<file path="src/rtl/tcsw_queue.sv">
module tcsw_queue #(
  parameter int Width = 8,
  parameter int Depth = 2
) (
  input  logic             clk_i,
  input  logic             rst_ni,
  input  logic             push_i,
  input  logic [Width-1:0] data_i,
  output logic             ready_o,
  output logic             valid_o,
  output logic [Width-1:0] data_o,
  input  logic             pop_i
);

  localparam int PtrW = (Depth > 1) ? $clog2(Depth) : 1;
  localparam int CntW = $clog2(Depth + 1);

  logic [Width-1:0] slot_q [Depth];
  logic [PtrW-1:0]  wr_ptr_q, wr_ptr_d, rd_ptr_q, rd_ptr_d;
  logic [CntW-1:0]  cnt_q, cnt_d;
  logic             do_push, do_pop;

  assign ready_o = (cnt_q != CntW'(Depth));
  assign valid_o = (cnt_q != '0);
  assign data_o  = slot_q[rd_ptr_q];
  assign do_push = push_i && ready_o;
  assign do_pop  = pop_i && valid_o;

  always_comb begin
    wr_ptr_d = wr_ptr_q;
    rd_ptr_d = rd_ptr_q;
    cnt_d    = cnt_q;
    if (do_push) begin
      wr_ptr_d = (wr_ptr_q == PtrW'(Depth - 1)) ? '0 : wr_ptr_q + PtrW'(1);
    end
    if (do_pop) begin
      rd_ptr_d = (rd_ptr_q == PtrW'(Depth - 1)) ? '0 : rd_ptr_q + PtrW'(1);
    end
    if (do_push && !do_pop) begin
      cnt_d = cnt_q + CntW'(1);
    end else if (do_pop && !do_push) begin
      cnt_d = cnt_q - CntW'(1);
    end
  end

  always_ff @(posedge clk_i or negedge rst_ni) begin
    if (!rst_ni) begin
      wr_ptr_q <= '0;
      rd_ptr_q <= '0;
      cnt_q    <= '0;
    end else begin
      wr_ptr_q <= wr_ptr_d;
      rd_ptr_q <= rd_ptr_d;
      cnt_q    <= cnt_d;
    end
  end

  always_ff @(posedge clk_i) begin
    if (do_push) begin
      slot_q[wr_ptr_q] <= data_i;
    end
  end

endmodule

</file>
<file path="config.mk">
export PLATFORM = sky130hd
export DESIGN_NAME = tcsw_queue
export DESIGN_NICKNAME = d
export VERILOG_FILES = /design/src/rtl/tcsw_queue.sv
export SDC_FILE = /design/constraint.sdc
export NUM_CORES = 1
export LEC_CHECK = 0
export BUFFER_PORTS_ARGS = -buffer_cell sky130_fd_sc_hd__clkbuf_2
export CAP_MARGIN = 20
export CORE_UTILIZATION = 36
export CTS_CLUSTER_SIZE = 8
export DETAILED_ROUTE_END_ITERATION = 6
export SLEW_MARGIN = 20
export SYNTH_ARGS = -nofsm -noshare
export SYNTH_HDL_FRONTEND = slang
export SYNTH_SLANG_ARGS = --single-unit
</file>
<file path="constraint.sdc">
create_clock -name clk_i -period 1.37 [get_ports clk_i]
set_input_delay 0.137 -clock clk_i [delete_from_list [all_inputs] [get_ports clk_i]]
set_output_delay 0.137 -clock clk_i [all_outputs]
set_load 0.1 [all_outputs]
</file>
==> results of run 1 <==
[worst register-to-register path: stages, from the launching register on]
cell	delay, ps
dfrtp_1	410
or2_4	280
nand2_4	80
ha_4	130
xor2_1	140
nor2_1	70
xor2_1	130
[repair_timing]
action | in CTS | in global routing
endpoints found under the setup margin | 9 | 9
gates resized for setup | 9 | 5
hold buffers | 1 | 0
hold endpoints to repair | 4 | 0
buffers inserted | 4 | 1
pin swaps | 0 | 2
[logic make-up after synthesis]
| group | Yosys count | share of synthesized area |
|---|---|---|
| XOR/XNOR | 5 | 0.0557 |
| AND/OR/NAND/NOR | 7 | 0.0652 |
| buffers and inverters | 2 | 0.0111 |
| multiplexers | 8 | 0.114 |
| flip-flops | 20 | 0.738 |
| adder cells (fa/ha/maj) | 1 | 0.0159 |
[final cells by class]
cell class,instances,area (um2),share of cell area
clock buffers,4,36.3,0.0291
flip-flops and latches,20,582,0.466
well taps,27,33.8,0.0271
repair buffers,29,342,0.274
inverters,1,3.75,0.00301
multi-input cells,21,251,0.201
[layout by cell type (no fill, tap or decap)]
master	count
mux2_4	8
and3_2	1
buf_4	3
ha_4	1
nor2_2	1
buf_12	11
or2_4	1
edfxtp_1	16
xor2_1	2
clkbuf_2	11
dlygate4sd3_1	1
nand2b_4	1
xnor2_1	3
dfrtp_2	1
nand2_4	2
clkbuf_8	1
buf_6	3
nor2_1	1
clkbuf_4	3
dfrtp_1	3
inv_2	1
[final timing paths]
check	startpoint	to	slack [ps]	depth (start not counted)
setup reg to reg	cnt_q[1]	cnt_q[1]	20	6
hold / removal	data_i[1]	slot_q[1][1]	20	1
max in group asynchronous	rst_ni	rd_ptr_q	1070	2
hold reg to reg	wr_ptr_q	wr_ptr_q	520	1
setup / recovery	rd_ptr_q	data_o[4]	-120	3
min in group asynchronous	rst_ni	cnt_q[0]	160	2
[routing by layer]
layer | vias up | share of wire
met5 | - | 0
met4 | 0 | 0.013
met3 | 2 | 0.043
met2 | 15 | 0.55
met1 | 223 | 0.39
li1 | 219 | -
[registers in the layout, indices dropped and copies added (netlist names)]
register,count
cnt_q,2
rd_ptr_q,1
slot_q,16
wr_ptr_q,1
[stage by stage]
step                hold WS [ps]  utilization  area, um2  cells
floorplan                   -159            -        811     43
global placement           -47.4        0.561       1120     92
detailed placement         -50.0        0.561       1120     92
CTS                         12.4        0.611       1220    101
global route                6.34        0.624       1250    102
finish                      21.4        0.624       1250    102
==> results_dict.tcl, run 1 <==
set metrics [dict create \
    synth_common_cells "16 x edfxtp_1, 8 x mux2_2, 4 x dfrtp_1" \
    grt_pass1_vias 474 \
    first_pass_iters 2 \
    met3_usage 0.0252 \
    ys_ff_latch 20 \
    gr-total-overflow 0 \
    cp.required_ps 1230 \
    crit_path_max_incr_delay_ps 440 \
    cts-root-buf "clkbuf_4" \
    drt_iter0_drc 1 \
    fin_crit_sh 1.09 \
    grt_use_met2 0.222 \
    gr-usage-all-layers 0.125 \
    worst_setup_path_start_kind "flop" \
    synth_area_leader_cell "edfxtp_1" \
    io_pins 22 \
    nets 89 \
    fin_crit_ps 1490 \
    vias_per_cell 4.50 \
    synth-edff-count 16 \
    pre_cts_ws_ps -6.23 \
    diodes 0 \
    finalSetupTns_ps -943 \
    path_max_fanout 5 \
    cts_num_sinks 20 \
    routed_wl_mm 1.33 \
    grt-busiest-layer "met2" \
    io_buffers 21 \
    cts_max_path_buffers 2 \
    area_delta_synth_final_pct 58.7 \
    async_reset_ff_frac 0.200 \
    start_util 0.393 \
    violations "negative setup slack" \
    fp-row-count 16 \
    synth.area.top_cells "edfxtp_1 61%, dfrtp_1 13%, mux2_2 11%" \
    rsz0062_at_grt "yes" \
    setup.worst_path.class "reg2out" \
    status "finished, violations left" \
    hold_class "in2reg" \
    yosys_most_used_dff "edfxtp_1" \
    yosys_warnings 0 \
    grt.met1_usage 0.143 \
    fin_ws_ps -123 \
    core_area_mm2 0.00200 \
    synth_area_um2 787 \
    fmax_mhz 670 \
    cpMaxStageDelayCell "dfrtp_2" \
    grt_max_degree 12 \
    synth_cell_types 14 \
    worst_pin_slew_ps 203 \
    drive_above_1_share 0.653 \
    maxSlewViolCount 0 \
    worst_setup_path_end_kind "output port" \
    insertion_delay_ps 300 \
    gp_congestion 0.678 \
    die_width_um 48.8 \
    die_h_um 48.8 \
    cts_tree "yes" \
    drv_cap 0 \
    routedWlPerCell_um 13.1 \
    syn_nets 56 \
    yosysMostFrequentCell "edfxtp_1" \
    drcViolationCount 0 \
    worstPathBufferInverterCount 2 \
    crit_family "flip-flops" \
    syn_avg_cell_area_um2 18.3 \
    finClkSkew_ps 10.4 \
    nFillCells 161 \
    path_cells "buf_6 > mux2_4 > buf_12" \
    hold_viol 0 \
    antenna_found_initial 0 \
    dr_total_vias 459 \
    cts_made_buffers 3 \
    syn_inst 43 \
    h-tree-depth 1 \
    clk_pin_slew_ps 110 \
    setup_viol 8 \
    worstPathArrival_ps 1360 \
    synth_top_area_share 0.610 \
    ys_seq_area_frac 0.738 \
    grt_pass1_wl_mm 2.13 \
    max-slew-margin-rel 0.865 \
    final_antenna_net_count 0 \
    dieArea_mm2 0.00238 \
]
Power of run 1 is not shown: default switching activity piles up to over one toggle a cycle in this logic, so the estimate is an artifact.
==> inputs of run 2 (changes only) <==
Settings changed: CORE_ASPECT_RATIO set to 0.6.
==> results_dict.tcl, run 2 (synthesized netlist as in run 1, its figures left out) <==
set metrics [dict create \
    cpMaxStageDelayCell "dfrtp_2" \
    routed_wl_mm 1.50 \
    path_cells "buf_6 > mux2_4 > buf_12" \
    maxSlewViolCount 0 \
    dp_hpwl_mm 1.03 \
    io_buffers 21 \
    gr-total-overflow 0 \
    dr_total_vias 479 \
    insertion_delay_ps 300 \
    hold_class "in2reg" \
    largest-register "slot_q" \
    violations "negative setup slack" \
    diodes 0 \
    h-tree-depth 1 \
    grt_use_met2 0.269 \
    dp_cells 94 \
    met3_usage 0.0595 \
    grt.met1_usage 0.183 \
    cts_tree "yes" \
    layout_commonest_cell "edfxtp_1" \
    grt_max_degree 12 \
    drt_iter0_drc 10 \
    fmax_mhz 669 \
    fin_ws_ps -124 \
    fin_crit_sh 1.09 \
    drive_above_1_share 0.641 \
    largest_reg_flops 16 \
    setup.worst_path.class "reg2out" \
    path_max_fanout 5 \
    cts_num_sinks 20 \
    routedWlPerCell_um 14.1 \
    cp.required_ps 1230 \
    worst_pin_slew_ps 211 \
    finClkSkew_ps 2.67 \
    pre_cts_ws_ps -0.801 \
    core_area_mm2 0.00195 \
    cts_made_buffers 3 \
    grt-busiest-layer "met2" \
    drv_cap 0 \
    hold_viol 0 \
    final_antenna_net_count 0 \
    worst_setup_path_end_kind "output port" \
    status "finished, violations left" \
    fin_crit_ps 1490 \
    gr-usage-all-layers 0.155 \
    crit_family "flip-flops" \
    die_width_um 62.4 \
    worstPathArrival_ps 1360 \
    rsz0062_at_grt "yes" \
    final_cell_mix "16 x edfxtp_1, 11 x clkbuf_2, 10 x buf_12, 7 x buf_4, 5 x mux2_4" \
    io_pins 22 \
    grt_pass1_wl_mm 2.55 \
    worst_setup_path_start_kind "flop" \
    fp-row-count 12 \
    die_h_um 38.2 \
    start_util 0.403 \
    crit_path_max_incr_delay_ps 430 \
    nets 92 \
    gp_congestion 0.785 \
    instances_no_fill 106 \
    dieArea_mm2 0.00238 \
    cts_max_path_buffers 2 \
    clk_pin_slew_ps 110 \
    first_pass_iters 4 \
    worstPathBufferInverterCount 2 \
    cts-root-buf "clkbuf_4" \
    drcViolationCount 0 \
    antenna_found_initial 0 \
    area_delta_synth_final_pct 57.6 \
    grt_pass1_vias 513 \
    vias_per_cell 4.52 \
    finalSetupTns_ps -882 \
    setup_viol 8 \
    reg_top3 "slot_q (16), cnt_q (2)" \
    max-slew-margin-rel 0.859 \
]
## run 2: worst register-to-register path, stage by stage, from the launching register on
cell and delay [ps]:
dfrtp_1 420, buf_4 150, nand2b_4 100, nand2_4 80, inv_4 60, ha_4 110
xor2_1 130, nor2_1 60, xor2_1 150
## run 2: cell type report
cell class	count	area, um2
fillers	155	712
flip-flops and latches	20	582
multi-input cells	21	240
inverters	1	6.26
repair buffers	32	350
well taps	28	35.0
clock inverters	1	3.75
clock buffers	3	22.5
## run 2: repair_timing
item | in CTS | in global routing
buffers inserted | 5 | 2
gates cloned | 0 | 0
endpoints found under the setup margin | 10 | 9
hold endpoints to repair | 4 | 2
gates resized for setup | 8 | 2
pin swaps | 1 | 5
hold buffers | 1 | 1
## run 2: routing by layer
metal / part of all wire / wire length (um)
met1: 0.43 / 651
met2: 0.50 / 746
met3: 0.057 / 86
met4: 0.0080 / 12
met5: 0 / 0
## run 2: worst paths after layout
kind | startpoint | endpoint | slack (ps) | cells past startpoint
worst min-delay path | data_i[0] | slot_q[0][0] | 20 | 1
max in group asynchronous | rst_ni | rd_ptr_q | 1060 | 2
worst max-delay path | rd_ptr_q | data_o[1] | -120 | 3
min in group asynchronous | rst_ni | wr_ptr_q | 170 | 2
worst min register to register | wr_ptr_q | wr_ptr_q | 530 | 1
worst max register to register | cnt_q[1] | cnt_q[1] | 0 | 8
## run 2: per-stage QoR
stage          hold WS [ps]  utilization  area [um2]
5_1_grt                6.38        0.635        1240
3_3_place_gp          -46.8        0.573        1120
3_5_place_dp          -47.9        0.573        1120
4_1_cts                12.4        0.619        1210
6_report               24.8        0.635        1240
2_1_floorplan          -159            -         811
Power of run 2 is left out for the same reason.
