$ cat src/rtl/tcsw_pkg.sv
package tcsw_pkg;

  // field widths of the channel words
  localparam int ReqTypeW  = 2;
  localparam int CharW     = 16;
  localparam int LineW     = 6;
  localparam int ColumnW   = 6;
  localparam int HeightW   = 7;

  // request types
  localparam logic [ReqTypeW-1:0] ReqChar = 2'd0;
  localparam logic [ReqTypeW-1:0] ReqEol  = 2'd1;
  localparam logic [ReqTypeW-1:0] ReqRead = 2'd2;

  // control characters
  localparam logic [CharW-1:0] CodeCr = 16'd13;
  localparam logic [CharW-1:0] CodeLf = 16'd10;

  typedef enum logic [2:0] {
    K_CHAR,
    K_CR,
    K_LF,
    K_EOL,
    K_READ,
    K_NOP
  } op_kind_e;

  // classified word as it travels from front to back
  typedef struct packed {
    op_kind_e            kind;
    logic                starts;
    logic                ends;
    logic [CharW-1:0]    code;
    logic [LineW-1:0]    read_row;
    logic [ColumnW-1:0]  read_col;
    logic                col_ok;
  } op_t;

endpackage

$ cat src/rtl/tcsw_if.sv
interface tcsw_req_if;
  import tcsw_pkg::*;
  logic                valid;
  logic                ready;
  logic [ReqTypeW-1:0] req_type;
  logic [CharW-1:0]    char_code;
  logic                starts_call;
  logic                ends_call;
  logic [LineW-1:0]    read_row;
  logic [ColumnW-1:0]  read_col;

  modport source (output valid, req_type, char_code, starts_call, ends_call, read_row,
                  read_col, input ready);
  modport sink   (input valid, req_type, char_code, starts_call, ends_call, read_row,
                  read_col, output ready);
endinterface


$ cat src/rtl/tcsw_front.sv
module tcsw_front #(
  parameter int COLUMNS = 47
) (
  tcsw_req_if.sink       req_if,
  input  logic           busy_i,
  input  logic           q_ready_i,
  output logic           push_o,
  output tcsw_pkg::op_t  op_o
);
  import tcsw_pkg::*;

  assign req_if.ready = q_ready_i && !busy_i;
  assign push_o       = req_if.valid && req_if.ready;

  always_comb begin
    op_o.starts   = req_if.starts_call;
    op_o.ends     = req_if.ends_call;
    op_o.code     = req_if.char_code;
    op_o.read_row = req_if.read_row;
    op_o.read_col = req_if.read_col;
    op_o.col_ok   = (32'(req_if.read_col) < COLUMNS);
    unique case (req_if.req_type)
      ReqChar: begin
        if (req_if.char_code == CodeCr) begin
          op_o.kind = K_CR;
        end else if (req_if.char_code == CodeLf) begin
          op_o.kind = K_LF;
        end else begin
          op_o.kind = K_CHAR;
        end
      end
      ReqEol:  op_o.kind = K_EOL;
      ReqRead: op_o.kind = K_READ;
      default: op_o.kind = K_NOP;
    endcase
  end

endmodule

$ cat src/flat_wrapper.sv
// flat-port wrapper written by rule: the top's interface ports become plain ports
module tcsw_front_flat import tcsw_pkg::*;
#(
  parameter int COLUMNS = 47
)
  (busy_i, q_ready_i, push_o, op_o, req_if_valid, req_if_req_type, req_if_char_code, req_if_starts_call, req_if_ends_call, req_if_read_row, req_if_read_col, req_if_ready);
  tcsw_req_if req_if_i ();
  input  logic busy_i;
  input  logic q_ready_i;
  output logic push_o;
  output tcsw_pkg::op_t op_o;
  input wire logic [$bits(req_if_i.valid)-1:0] req_if_valid;
  input wire logic [$bits(req_if_i.req_type)-1:0] req_if_req_type;
  input wire logic [$bits(req_if_i.char_code)-1:0] req_if_char_code;
  input wire logic [$bits(req_if_i.starts_call)-1:0] req_if_starts_call;
  input wire logic [$bits(req_if_i.ends_call)-1:0] req_if_ends_call;
  input wire logic [$bits(req_if_i.read_row)-1:0] req_if_read_row;
  input wire logic [$bits(req_if_i.read_col)-1:0] req_if_read_col;
  output wire logic [$bits(req_if_i.ready)-1:0] req_if_ready;
  assign req_if_i.valid = req_if_valid;
  assign req_if_i.req_type = req_if_req_type;
  assign req_if_i.char_code = req_if_char_code;
  assign req_if_i.starts_call = req_if_starts_call;
  assign req_if_i.ends_call = req_if_ends_call;
  assign req_if_i.read_row = req_if_read_row;
  assign req_if_i.read_col = req_if_read_col;
  assign req_if_ready = req_if_i.ready;
  tcsw_front #(.COLUMNS(COLUMNS)) u_core (.req_if(req_if_i), .busy_i(busy_i), .q_ready_i(q_ready_i), .push_o(push_o), .op_o(op_o));
endmodule
$ cat config.mk
export PLATFORM = sky130hd
export DESIGN_NAME = tcsw_front_flat
export DESIGN_NICKNAME = d
export VERILOG_FILES = /design/src/rtl/tcsw_pkg.sv /design/src/rtl/tcsw_if.sv /design/src/rtl/tcsw_front.sv /design/src/flat_wrapper.sv
export SDC_FILE = /design/constraint.sdc
export NUM_CORES = 1
export LEC_CHECK = 0
export BUFFER_PORTS_ARGS = -buffer_cell sky130_fd_sc_hd__buf_2
export CAP_MARGIN = 5
export CORE_AREA = 5 5 42 44
export DETAILED_ROUTE_END_ITERATION = 16
export DIE_AREA = 0 0 47 49
export PLACE_DENSITY = 0.95
export RECOVER_POWER = 25
export SYNTH_ARGS = -nofsm -noshare
export SYNTH_HDL_FRONTEND = slang
export SYNTH_SLANG_ARGS = --single-unit
$ cat constraint.sdc
create_clock -name vclk -period 2.5
set_clock_uncertainty 0.15 [all_clocks]
set_input_delay 0.75 -clock vclk [all_inputs]
set_output_delay 0.75 -clock vclk [all_outputs]
set_load 0.03 [all_outputs]
==> results.md, run 1 <==
Setup path:
- The endpoint arrival time on the critical path is 1.74 ns.
- For the worst setup path, the data required time is around 1.6 ns.
- Along the worst path, the maximum fanout reaches 2.
- The type of the worst setup path is input pin to primary output.
- The launching element type of the critical path is an input pin.
- The worst setup path is captured at a primary output.

Power and ir drop:
- In this run the static leakage power is slightly below 0.3 nW.
- Of the total power, the share spent switching nets is 0.612.
- The relative contribution of combinational cells to total power is 1.000.
- Of the total power, registers draw 0.
- IR analysis of the VDD net gives a maximum drop of 0.0000947 V.
- Cell internal power was estimated by the tool at 0.0000475 W.
- The clock share of power is 0.
- For this design the total switching power over the nets is 0.0000749 W.
- The power per standard cell area is 243 nW/um2.

Outcome:
- The flow ran to the end, but the final reports show violations.
- The checks that failed: negative setup slack.

Cells and area:
- The total area of sequential cells is 0 um2.
- The fraction of final layout cells with drive strength greater than 1 is 0.889.
- The share of the core filled with cells in the final layout is 0.360.
- The final instance area is around 500 um2.
- Relative to the synthesized area, the layout overhead comes to 47.6%.
- In the finished layout, the clock tree contains a buffer count of 0.
- The final antenna diode count is 0.
- There are 0 flip-flops and latches.
- The number of nets in the finished design is 109.

Die:
- The number of placed I/O pins is 71.
- The die outline width is roughly 47 um.
- In this run the core area contains 14 standard-cell rows.
- The initial cell density of the core is 0.244.
- The die span in y is about 49 um.
- The core box area is 1400 um2.
- The floorplan die area is 2300 um2.

Synthesis:
- Averaged over all synthesized cells, the footprint is 7.59 um2.
- After synthesis, the largest family of logic cells by area is buffers and inverters.
- The arithmetic-cell share of the synthesized area counting full adders, half adders and majority gates is 0.
- Of the total synthesized cell area, the portion taken by XOR and XNOR cells is 0.
- The sequential area share after synthesis is 0.
- Measured against the total synthesized area, the mux share comes to 0.
- The simple logic cell fraction of the synthesized area is 0.234.
- During synthesis, Yosys emitted a total of 0 warnings.
- The complex-gate fraction of the synthesized area is 0.0842.
- The total nets after synthesis is 80.
- The cell area that synthesis handed to floorplanning was 342 um2.
- The gate count after technology mapping is 45.
- Counting distinct cell types in the post-synthesis netlist gives 14.

Timing:
- The count of endpoints failing hold in the final timing report is 0.
- The fmax is 379 MHz.
- The max-slew violation count is 0.
- For the finished layout, the period the worst path requires is 2.64 ns.
- Headroom to the max-slew limit came out at 0.856.
- Setup repair after global routing could not meet its margin everywhere.
- At the pin with the least slew margin, the transition time is 0.215 ns.
- Across all setup checks in the final design, the least slack found is -0.139 ns.
- Setup violations remaining at the end of the flow were counted as 2.
- Of the available clock period, the critical path in the final layout requires 1.06.

Global routing:
- The number of antenna violations at the first check in global routing is 0.
- After global routing the overflow that remains totals 0.
- The via count of the first global-routing pass is roughly 380.
- In the global route stage, overall resource usage came out at 0.0828.
- The first-pass GRT wire length is 1.52 mm.
- The maximum number of pins on one net before global-route repair is 4.

Placement:
- In this run the tool buffered the top-level ports with 55 buffer cells.
- The congestion estimate from routability-driven global placement came to 0.582.
- The instance area at placement is between 400 and 500 um2.
- The HPWL after detailed placement is 988 um.

Min path:
- The worst min-delay path category is input pin to primary output.

Drt:
- After detailed routing, the number of remaining DRC violations is 0.
- The number of iterations in the first detailed-routing pass is 2.
- The detail route stage leaves a number of antenna-violating nets equal to 0.
- The detailed-route wire length is about 1.1 mm.
- Detailed routing inserted a total of approximately 380 vias.
- After the first detailed-routing iteration, the DRC count stood at 1.
- The detail-routed via count per cell is 4.31.
- The routed length per placed instance is 12.3 um.

Flow run:
- The tool flagged a number of max-cap violations equal to 0.
synthesized netlist by cell type:
| cell | number | area [um2] |
|---|---|---|
| sky130_fd_sc_hd__clkbuf_1 | 1 | 3.75 |
| sky130_fd_sc_hd__o22ai_1 | 1 | 6.26 |
| sky130_fd_sc_hd__and2_1 | 1 | 6.26 |
| sky130_fd_sc_hd__buf_4 | 30 | 225 |
| sky130_fd_sc_hd__nor2b_1 | 1 | 6.26 |
| sky130_fd_sc_hd__nor4_2 | 2 | 25.0 |
| sky130_fd_sc_hd__nor4b_2 | 1 | 15.0 |
| sky130_fd_sc_hd__a41o_1 | 1 | 10.0 |
| sky130_fd_sc_hd__nor2_1 | 1 | 3.75 |
| sky130_fd_sc_hd__inv_1 | 1 | 3.75 |
| sky130_fd_sc_hd__nand4_1 | 1 | 6.26 |
| sky130_fd_sc_hd__nand2_1 | 2 | 7.51 |
| sky130_fd_sc_hd__o31ai_2 | 1 | 12.5 |
| sky130_fd_sc_hd__or4b_1 | 1 | 10.0 |
worst max-delay path, cell delays in order:
cell	delay, ns
sky130_fd_sc_hd__buf_8	0.10
sky130_fd_sc_hd__nor4b_4	0.27
sky130_fd_sc_hd__nand4_1	0.22
sky130_fd_sc_hd__o31ai_4	0.24
sky130_fd_sc_hd__buf_6	0.16
stage by stage:
stage	hold slack (ns)	TNS, ns	cells	power (W)	worst slack [ns]
after floorplan	1.42	-0.0149	45	0.000110	-0.0149
after global placement	1.35	-0.435	88	0.000112	-0.275
after detailed placement	1.35	-0.444	88	0.000114	-0.276
after CTS	1.35	-0.215	88	0.000123	-0.144
after global routing	1.35	-0.294	88	0.000130	-0.183
final	1.35	-0.207	88	0.000122	-0.139
final timing paths:
kind	to	cells after the start	slack, ns	start
max	op_o[31]	5	-0.14	req_if_char_code[7]
min	op_o[9]	0	1.35	req_if_read_row[2]
repair_timing:
action                                  CTS  global route
pin swaps                                 7             0
endpoints found under the setup margin    2             2
hold buffers                              0             0
buffers inserted                          0             0
resized for setup                        10             1
cell usage in the layout (no fill, tap or decap):
master                    count
sky130_fd_sc_hd__inv_1        1
sky130_fd_sc_hd__nor4_2       2
sky130_fd_sc_hd__buf_4        3
sky130_fd_sc_hd__buf_2       48
sky130_fd_sc_hd__buf_6        6
sky130_fd_sc_hd__and2_1       1
sky130_fd_sc_hd__nor4b_4      1
sky130_fd_sc_hd__a41o_1       1
sky130_fd_sc_hd__nor2b_2      1
sky130_fd_sc_hd__o22ai_2      1
sky130_fd_sc_hd__nor2_1       1
sky130_fd_sc_hd__nand4_1      1
sky130_fd_sc_hd__or4b_1       1
sky130_fd_sc_hd__buf_8        1
sky130_fd_sc_hd__o31ai_4      1
sky130_fd_sc_hd__nand2_1      2
power groups by stage:
stage / Clock (W) / Sequential, W / Combinational [W]
2_1_floorplan: 0 / 0 / 0.000110
3_3_place_gp: 0 / 0 / 0.000112
3_5_place_dp: 0 / 0 / 0.000114
4_1_cts: 0 / 0 / 0.000123
5_1_grt: 0 / 0 / 0.000130
6_report: 0 / 0 / 0.000122
area by class of cell:
cell class	instances	area (um2)
Fill cell	159	897
Timing Repair Buffer	58	345
Multi-Input combinational cell	13	135
Tap cell	16	20.0
Inverter	1	3.75
metal layers:
metal / up-vias / wire length, um / global-route usage
li1: 174 / - / -
met1: 166 / 278 / 0.0696
met2: 35 / 611 / 0.181
met3: 4 / 188 / 0.0148
met4: 0 / 6 / 0.00922
met5: - / 0 / 0
cell families (layout without fill, tap and decap cells):
family	Yosys count	in the layout
buf+inv	32	59
simple gates	10	10
compound gates	3	3
Power figures use the tool's default switching activity.
==> inputs of run 2 (changes only) <==
--- a/config.mk
+++ b/config.mk
@@ -10,7 +10,7 @@
 export CORE_AREA = 5 5 42 44
 export DETAILED_ROUTE_END_ITERATION = 16
 export DIE_AREA = 0 0 47 49
-export PLACE_DENSITY = 0.95
+export PLACE_DENSITY = 0.85
 export RECOVER_POWER = 25
 export SYNTH_ARGS = -nofsm -noshare
 export SYNTH_HDL_FRONTEND = slang
==> run 2 against run 1 <==
The run still ends with negative setup slack left. Global-route usage shrank 0.63 points. Combinational power up 4%. Final area rose by 5.2%. Setup slack improved by 0.026 ns. Via count shrank 0.79%. First-iteration DRC count grew to 3.0 times the previous value. Count of clock-buffer cells in the layout stayed put. Hold slack stayed put.
==> results.md, run 2 (synthesis results as in run 1) <==
Drt:
- The first routing iteration left 3 violations.
- The residual antenna-violating net count after detailed routing is 0.
- The via count is 376.
- In the routed design, unresolved DRC markers number 0.
- For this block, the routed nets add up to approximately 1.1 mm of wire.
- The number of iterations in the first detailed-routing pass is 2.
- Using the TritonRoute via totals, the vias-per-cell ratio works out to between 4 and 5.
- Dividing the detail-routed wire length by the instance count gives 12.5 um.

Timing:
- The slew at the pin closest to its max-slew limit is approximately 0.20 ns.
- Setup repair after global routing could not meet its margin everywhere.
- The fmax is 383 MHz.
- The max-slew violation count is 0.
- The relative slew slack is 0.865.
- The number of setup violations in the final report is 2.
- The setup slack after layout is -0.113 ns.
- The routed design could run at a clock period as short as 2.61 ns.
- The post-route setup TNS is -0.171 ns.
- The count of endpoints failing hold in the final timing report is 0.
- Hold timing on the final database bottoms out at a slack of 1.35 ns.
- Of the available clock period, the critical path in the final layout requires 1.05.

Placement:
- Once detailed placement completed, the half-perimeter wirelength came to 990 um.
- The count of buffers from port buffering is 55.
- Routability-driven placement finished with a final weighted congestion of 0.665.
- The instance area at placement is 440 um2.

Setup path:
- The critical path is of the input pin to primary output type.
- For the worst setup path, the data arrival time is 1.71 ns.
- STA classifies the critical path endpoint as a primary output.
- In this run the worst path has a maximum fanout of 2.
- The launching element type of the critical path is an input pin.
- The required time of the critical path is 1.60 ns.

Min path:
- For hold timing, the worst endpoint is op_o[29].
- The worst min-delay path category is input pin to primary output.
- The worst hold path begins at req_if_ends_call.
- Counting instances, the worst hold path has a depth of 0.

Cells and area:
- Leaving out fill and tap cells, the most frequent cell in the layout is sky130_fd_sc_hd__buf_2.
- In the layout the commonest cells are 46 x sky130_fd_sc_hd__buf_2, 8 x sky130_fd_sc_hd__buf_6, 2 x sky130_fd_sc_hd__nor4_4, 2 x sky130_fd_sc_hd__nand2_1, 2 x sky130_fd_sc_hd__buf_4.
- Of the cells placed in the final design, the portion with a size suffix greater than 1 is 0.901.
- The design has 0 sequential cells.
- For this run, the share of the core covered by cells in the final layout is 0.379.
- The final instance area is 531 um2.
- The net count of the finished layout is 108.
- The layout overhead on the synthesized area is 55.3%.
- The layout has 0 clock buffers.
- The final antenna diode count is 0.
- The total area of sequential cells is 0 um2.

Outcome:
- The checks that failed: negative setup slack.
- The flow ran to the end, but the final reports show violations.

Die:
- Row generation in the floorplan step produced 14 rows.
- The die covers between 2000 and 2500 um2.
- For this configuration, the core starts out at a cell density of 0.244.
- The die outline width is ~47 um.
- The floorplan step set the die height to just under 50 um.
- 71 I/O pins were placed.
- The floorplan step defined a core boundary enclosing about 1400 um2.

Global routing:
- The via count of the first global-routing pass is 358.
- In the global route stage, overall resource usage came out at 0.0765.
- The maximum number of pins on one net before global-route repair is 4.
- The first-pass GRT wire length is 1.41 mm.
- The number of antenna violations at the first check in global routing is 0.
- The global route total overflow is 0.

Power and ir drop:
- The share of total power in sequential cells is 0.
- For this design the total switching power over the nets is 0.0000772 W.
- Of the total power, the clock network draws 0.
- The share of total power dissipated in combinational logic is 1.000.
- Cell internal power was estimated by the tool at between 0.00004 and 0.00005 W.
- The power per standard cell area is about 240 nW/um2.
- The switching portion of total power is 0.608.
- Summed over all cells, the static leakage comes to a little under 0.3 nW.
- VDD sags by at most 0.0000762 V.

Flow run:
- Max-cap violations in this run came to 0.

CTS:
- Buffers added to address setup during post-CTS repair amount to 0.
run 2: final cells by class:
cell class | count | area (um2)
multi-input combinational | 13 | 156
inverter | 1 | 3.75
timing repair buffer | 57 | 350
fill | 167 | 871
tap | 16 | 20.0
run 2: worst max-delay path, cell delays in order:
cell and delay [ns]:
sky130_fd_sc_hd__buf_8 0.10, sky130_fd_sc_hd__nor4_4 0.25, sky130_fd_sc_hd__nand4_1 0.22, sky130_fd_sc_hd__o31ai_4 0.24
sky130_fd_sc_hd__buf_6 0.16
run 2: routing by layer:
| layer | track usage | up-vias | share of wire |
|---|---|---|---|
| met4 | 0 | 0 | 0 |
| met3 | 0.0111 | 0 | 0.15 |
| met5 | 0 | - | 0 |
| li1 | - | 175 | - |
| met1 | 0.0543 | 171 | 0.24 |
| met2 | 0.183 | 30 | 0.61 |
run 2: power by group through the flow:
stage	combinational, W	clock (W)	sequential [W]
after floorplan	0.000110	0	0
after global placement	0.000111	0	0
after detailed placement	0.000113	0	0
after CTS	0.000124	0	0
after global routing	0.000134	0	0
final	0.000127	0	0
run 2: through the flow:
step,instances,setup WS (ns),power (W)
2_1_floorplan,45,-0.0149,0.000110
3_3_place_gp,87,-0.253,0.000111
3_5_place_dp,87,-0.249,0.000113
4_1_cts,87,-0.128,0.000124
5_1_grt,87,-0.199,0.000134
6_report,87,-0.113,0.000127
run 2: worst max path at each step:
stage / startpoint / end / depth (start not counted)
finish: req_if_char_code[11] / op_o[31] / 5
global placement: req_if_char_code[5] / op_o[31] / 5
global route: req_if_char_code[14] / op_o[31] / 5
CTS: req_if_char_code[11] / op_o[31] / 5
detailed placement: req_if_char_code[5] / op_o[31] / 5
floorplan: req_if_char_code[5] / op_o[31] / 3
run 2: repair_timing:
action                                  4_1_cts  5_1_grt
hold buffers                                  0        0
resized for setup                            12        4
pin swaps                                     5        2
endpoints found under the setup margin        2        2
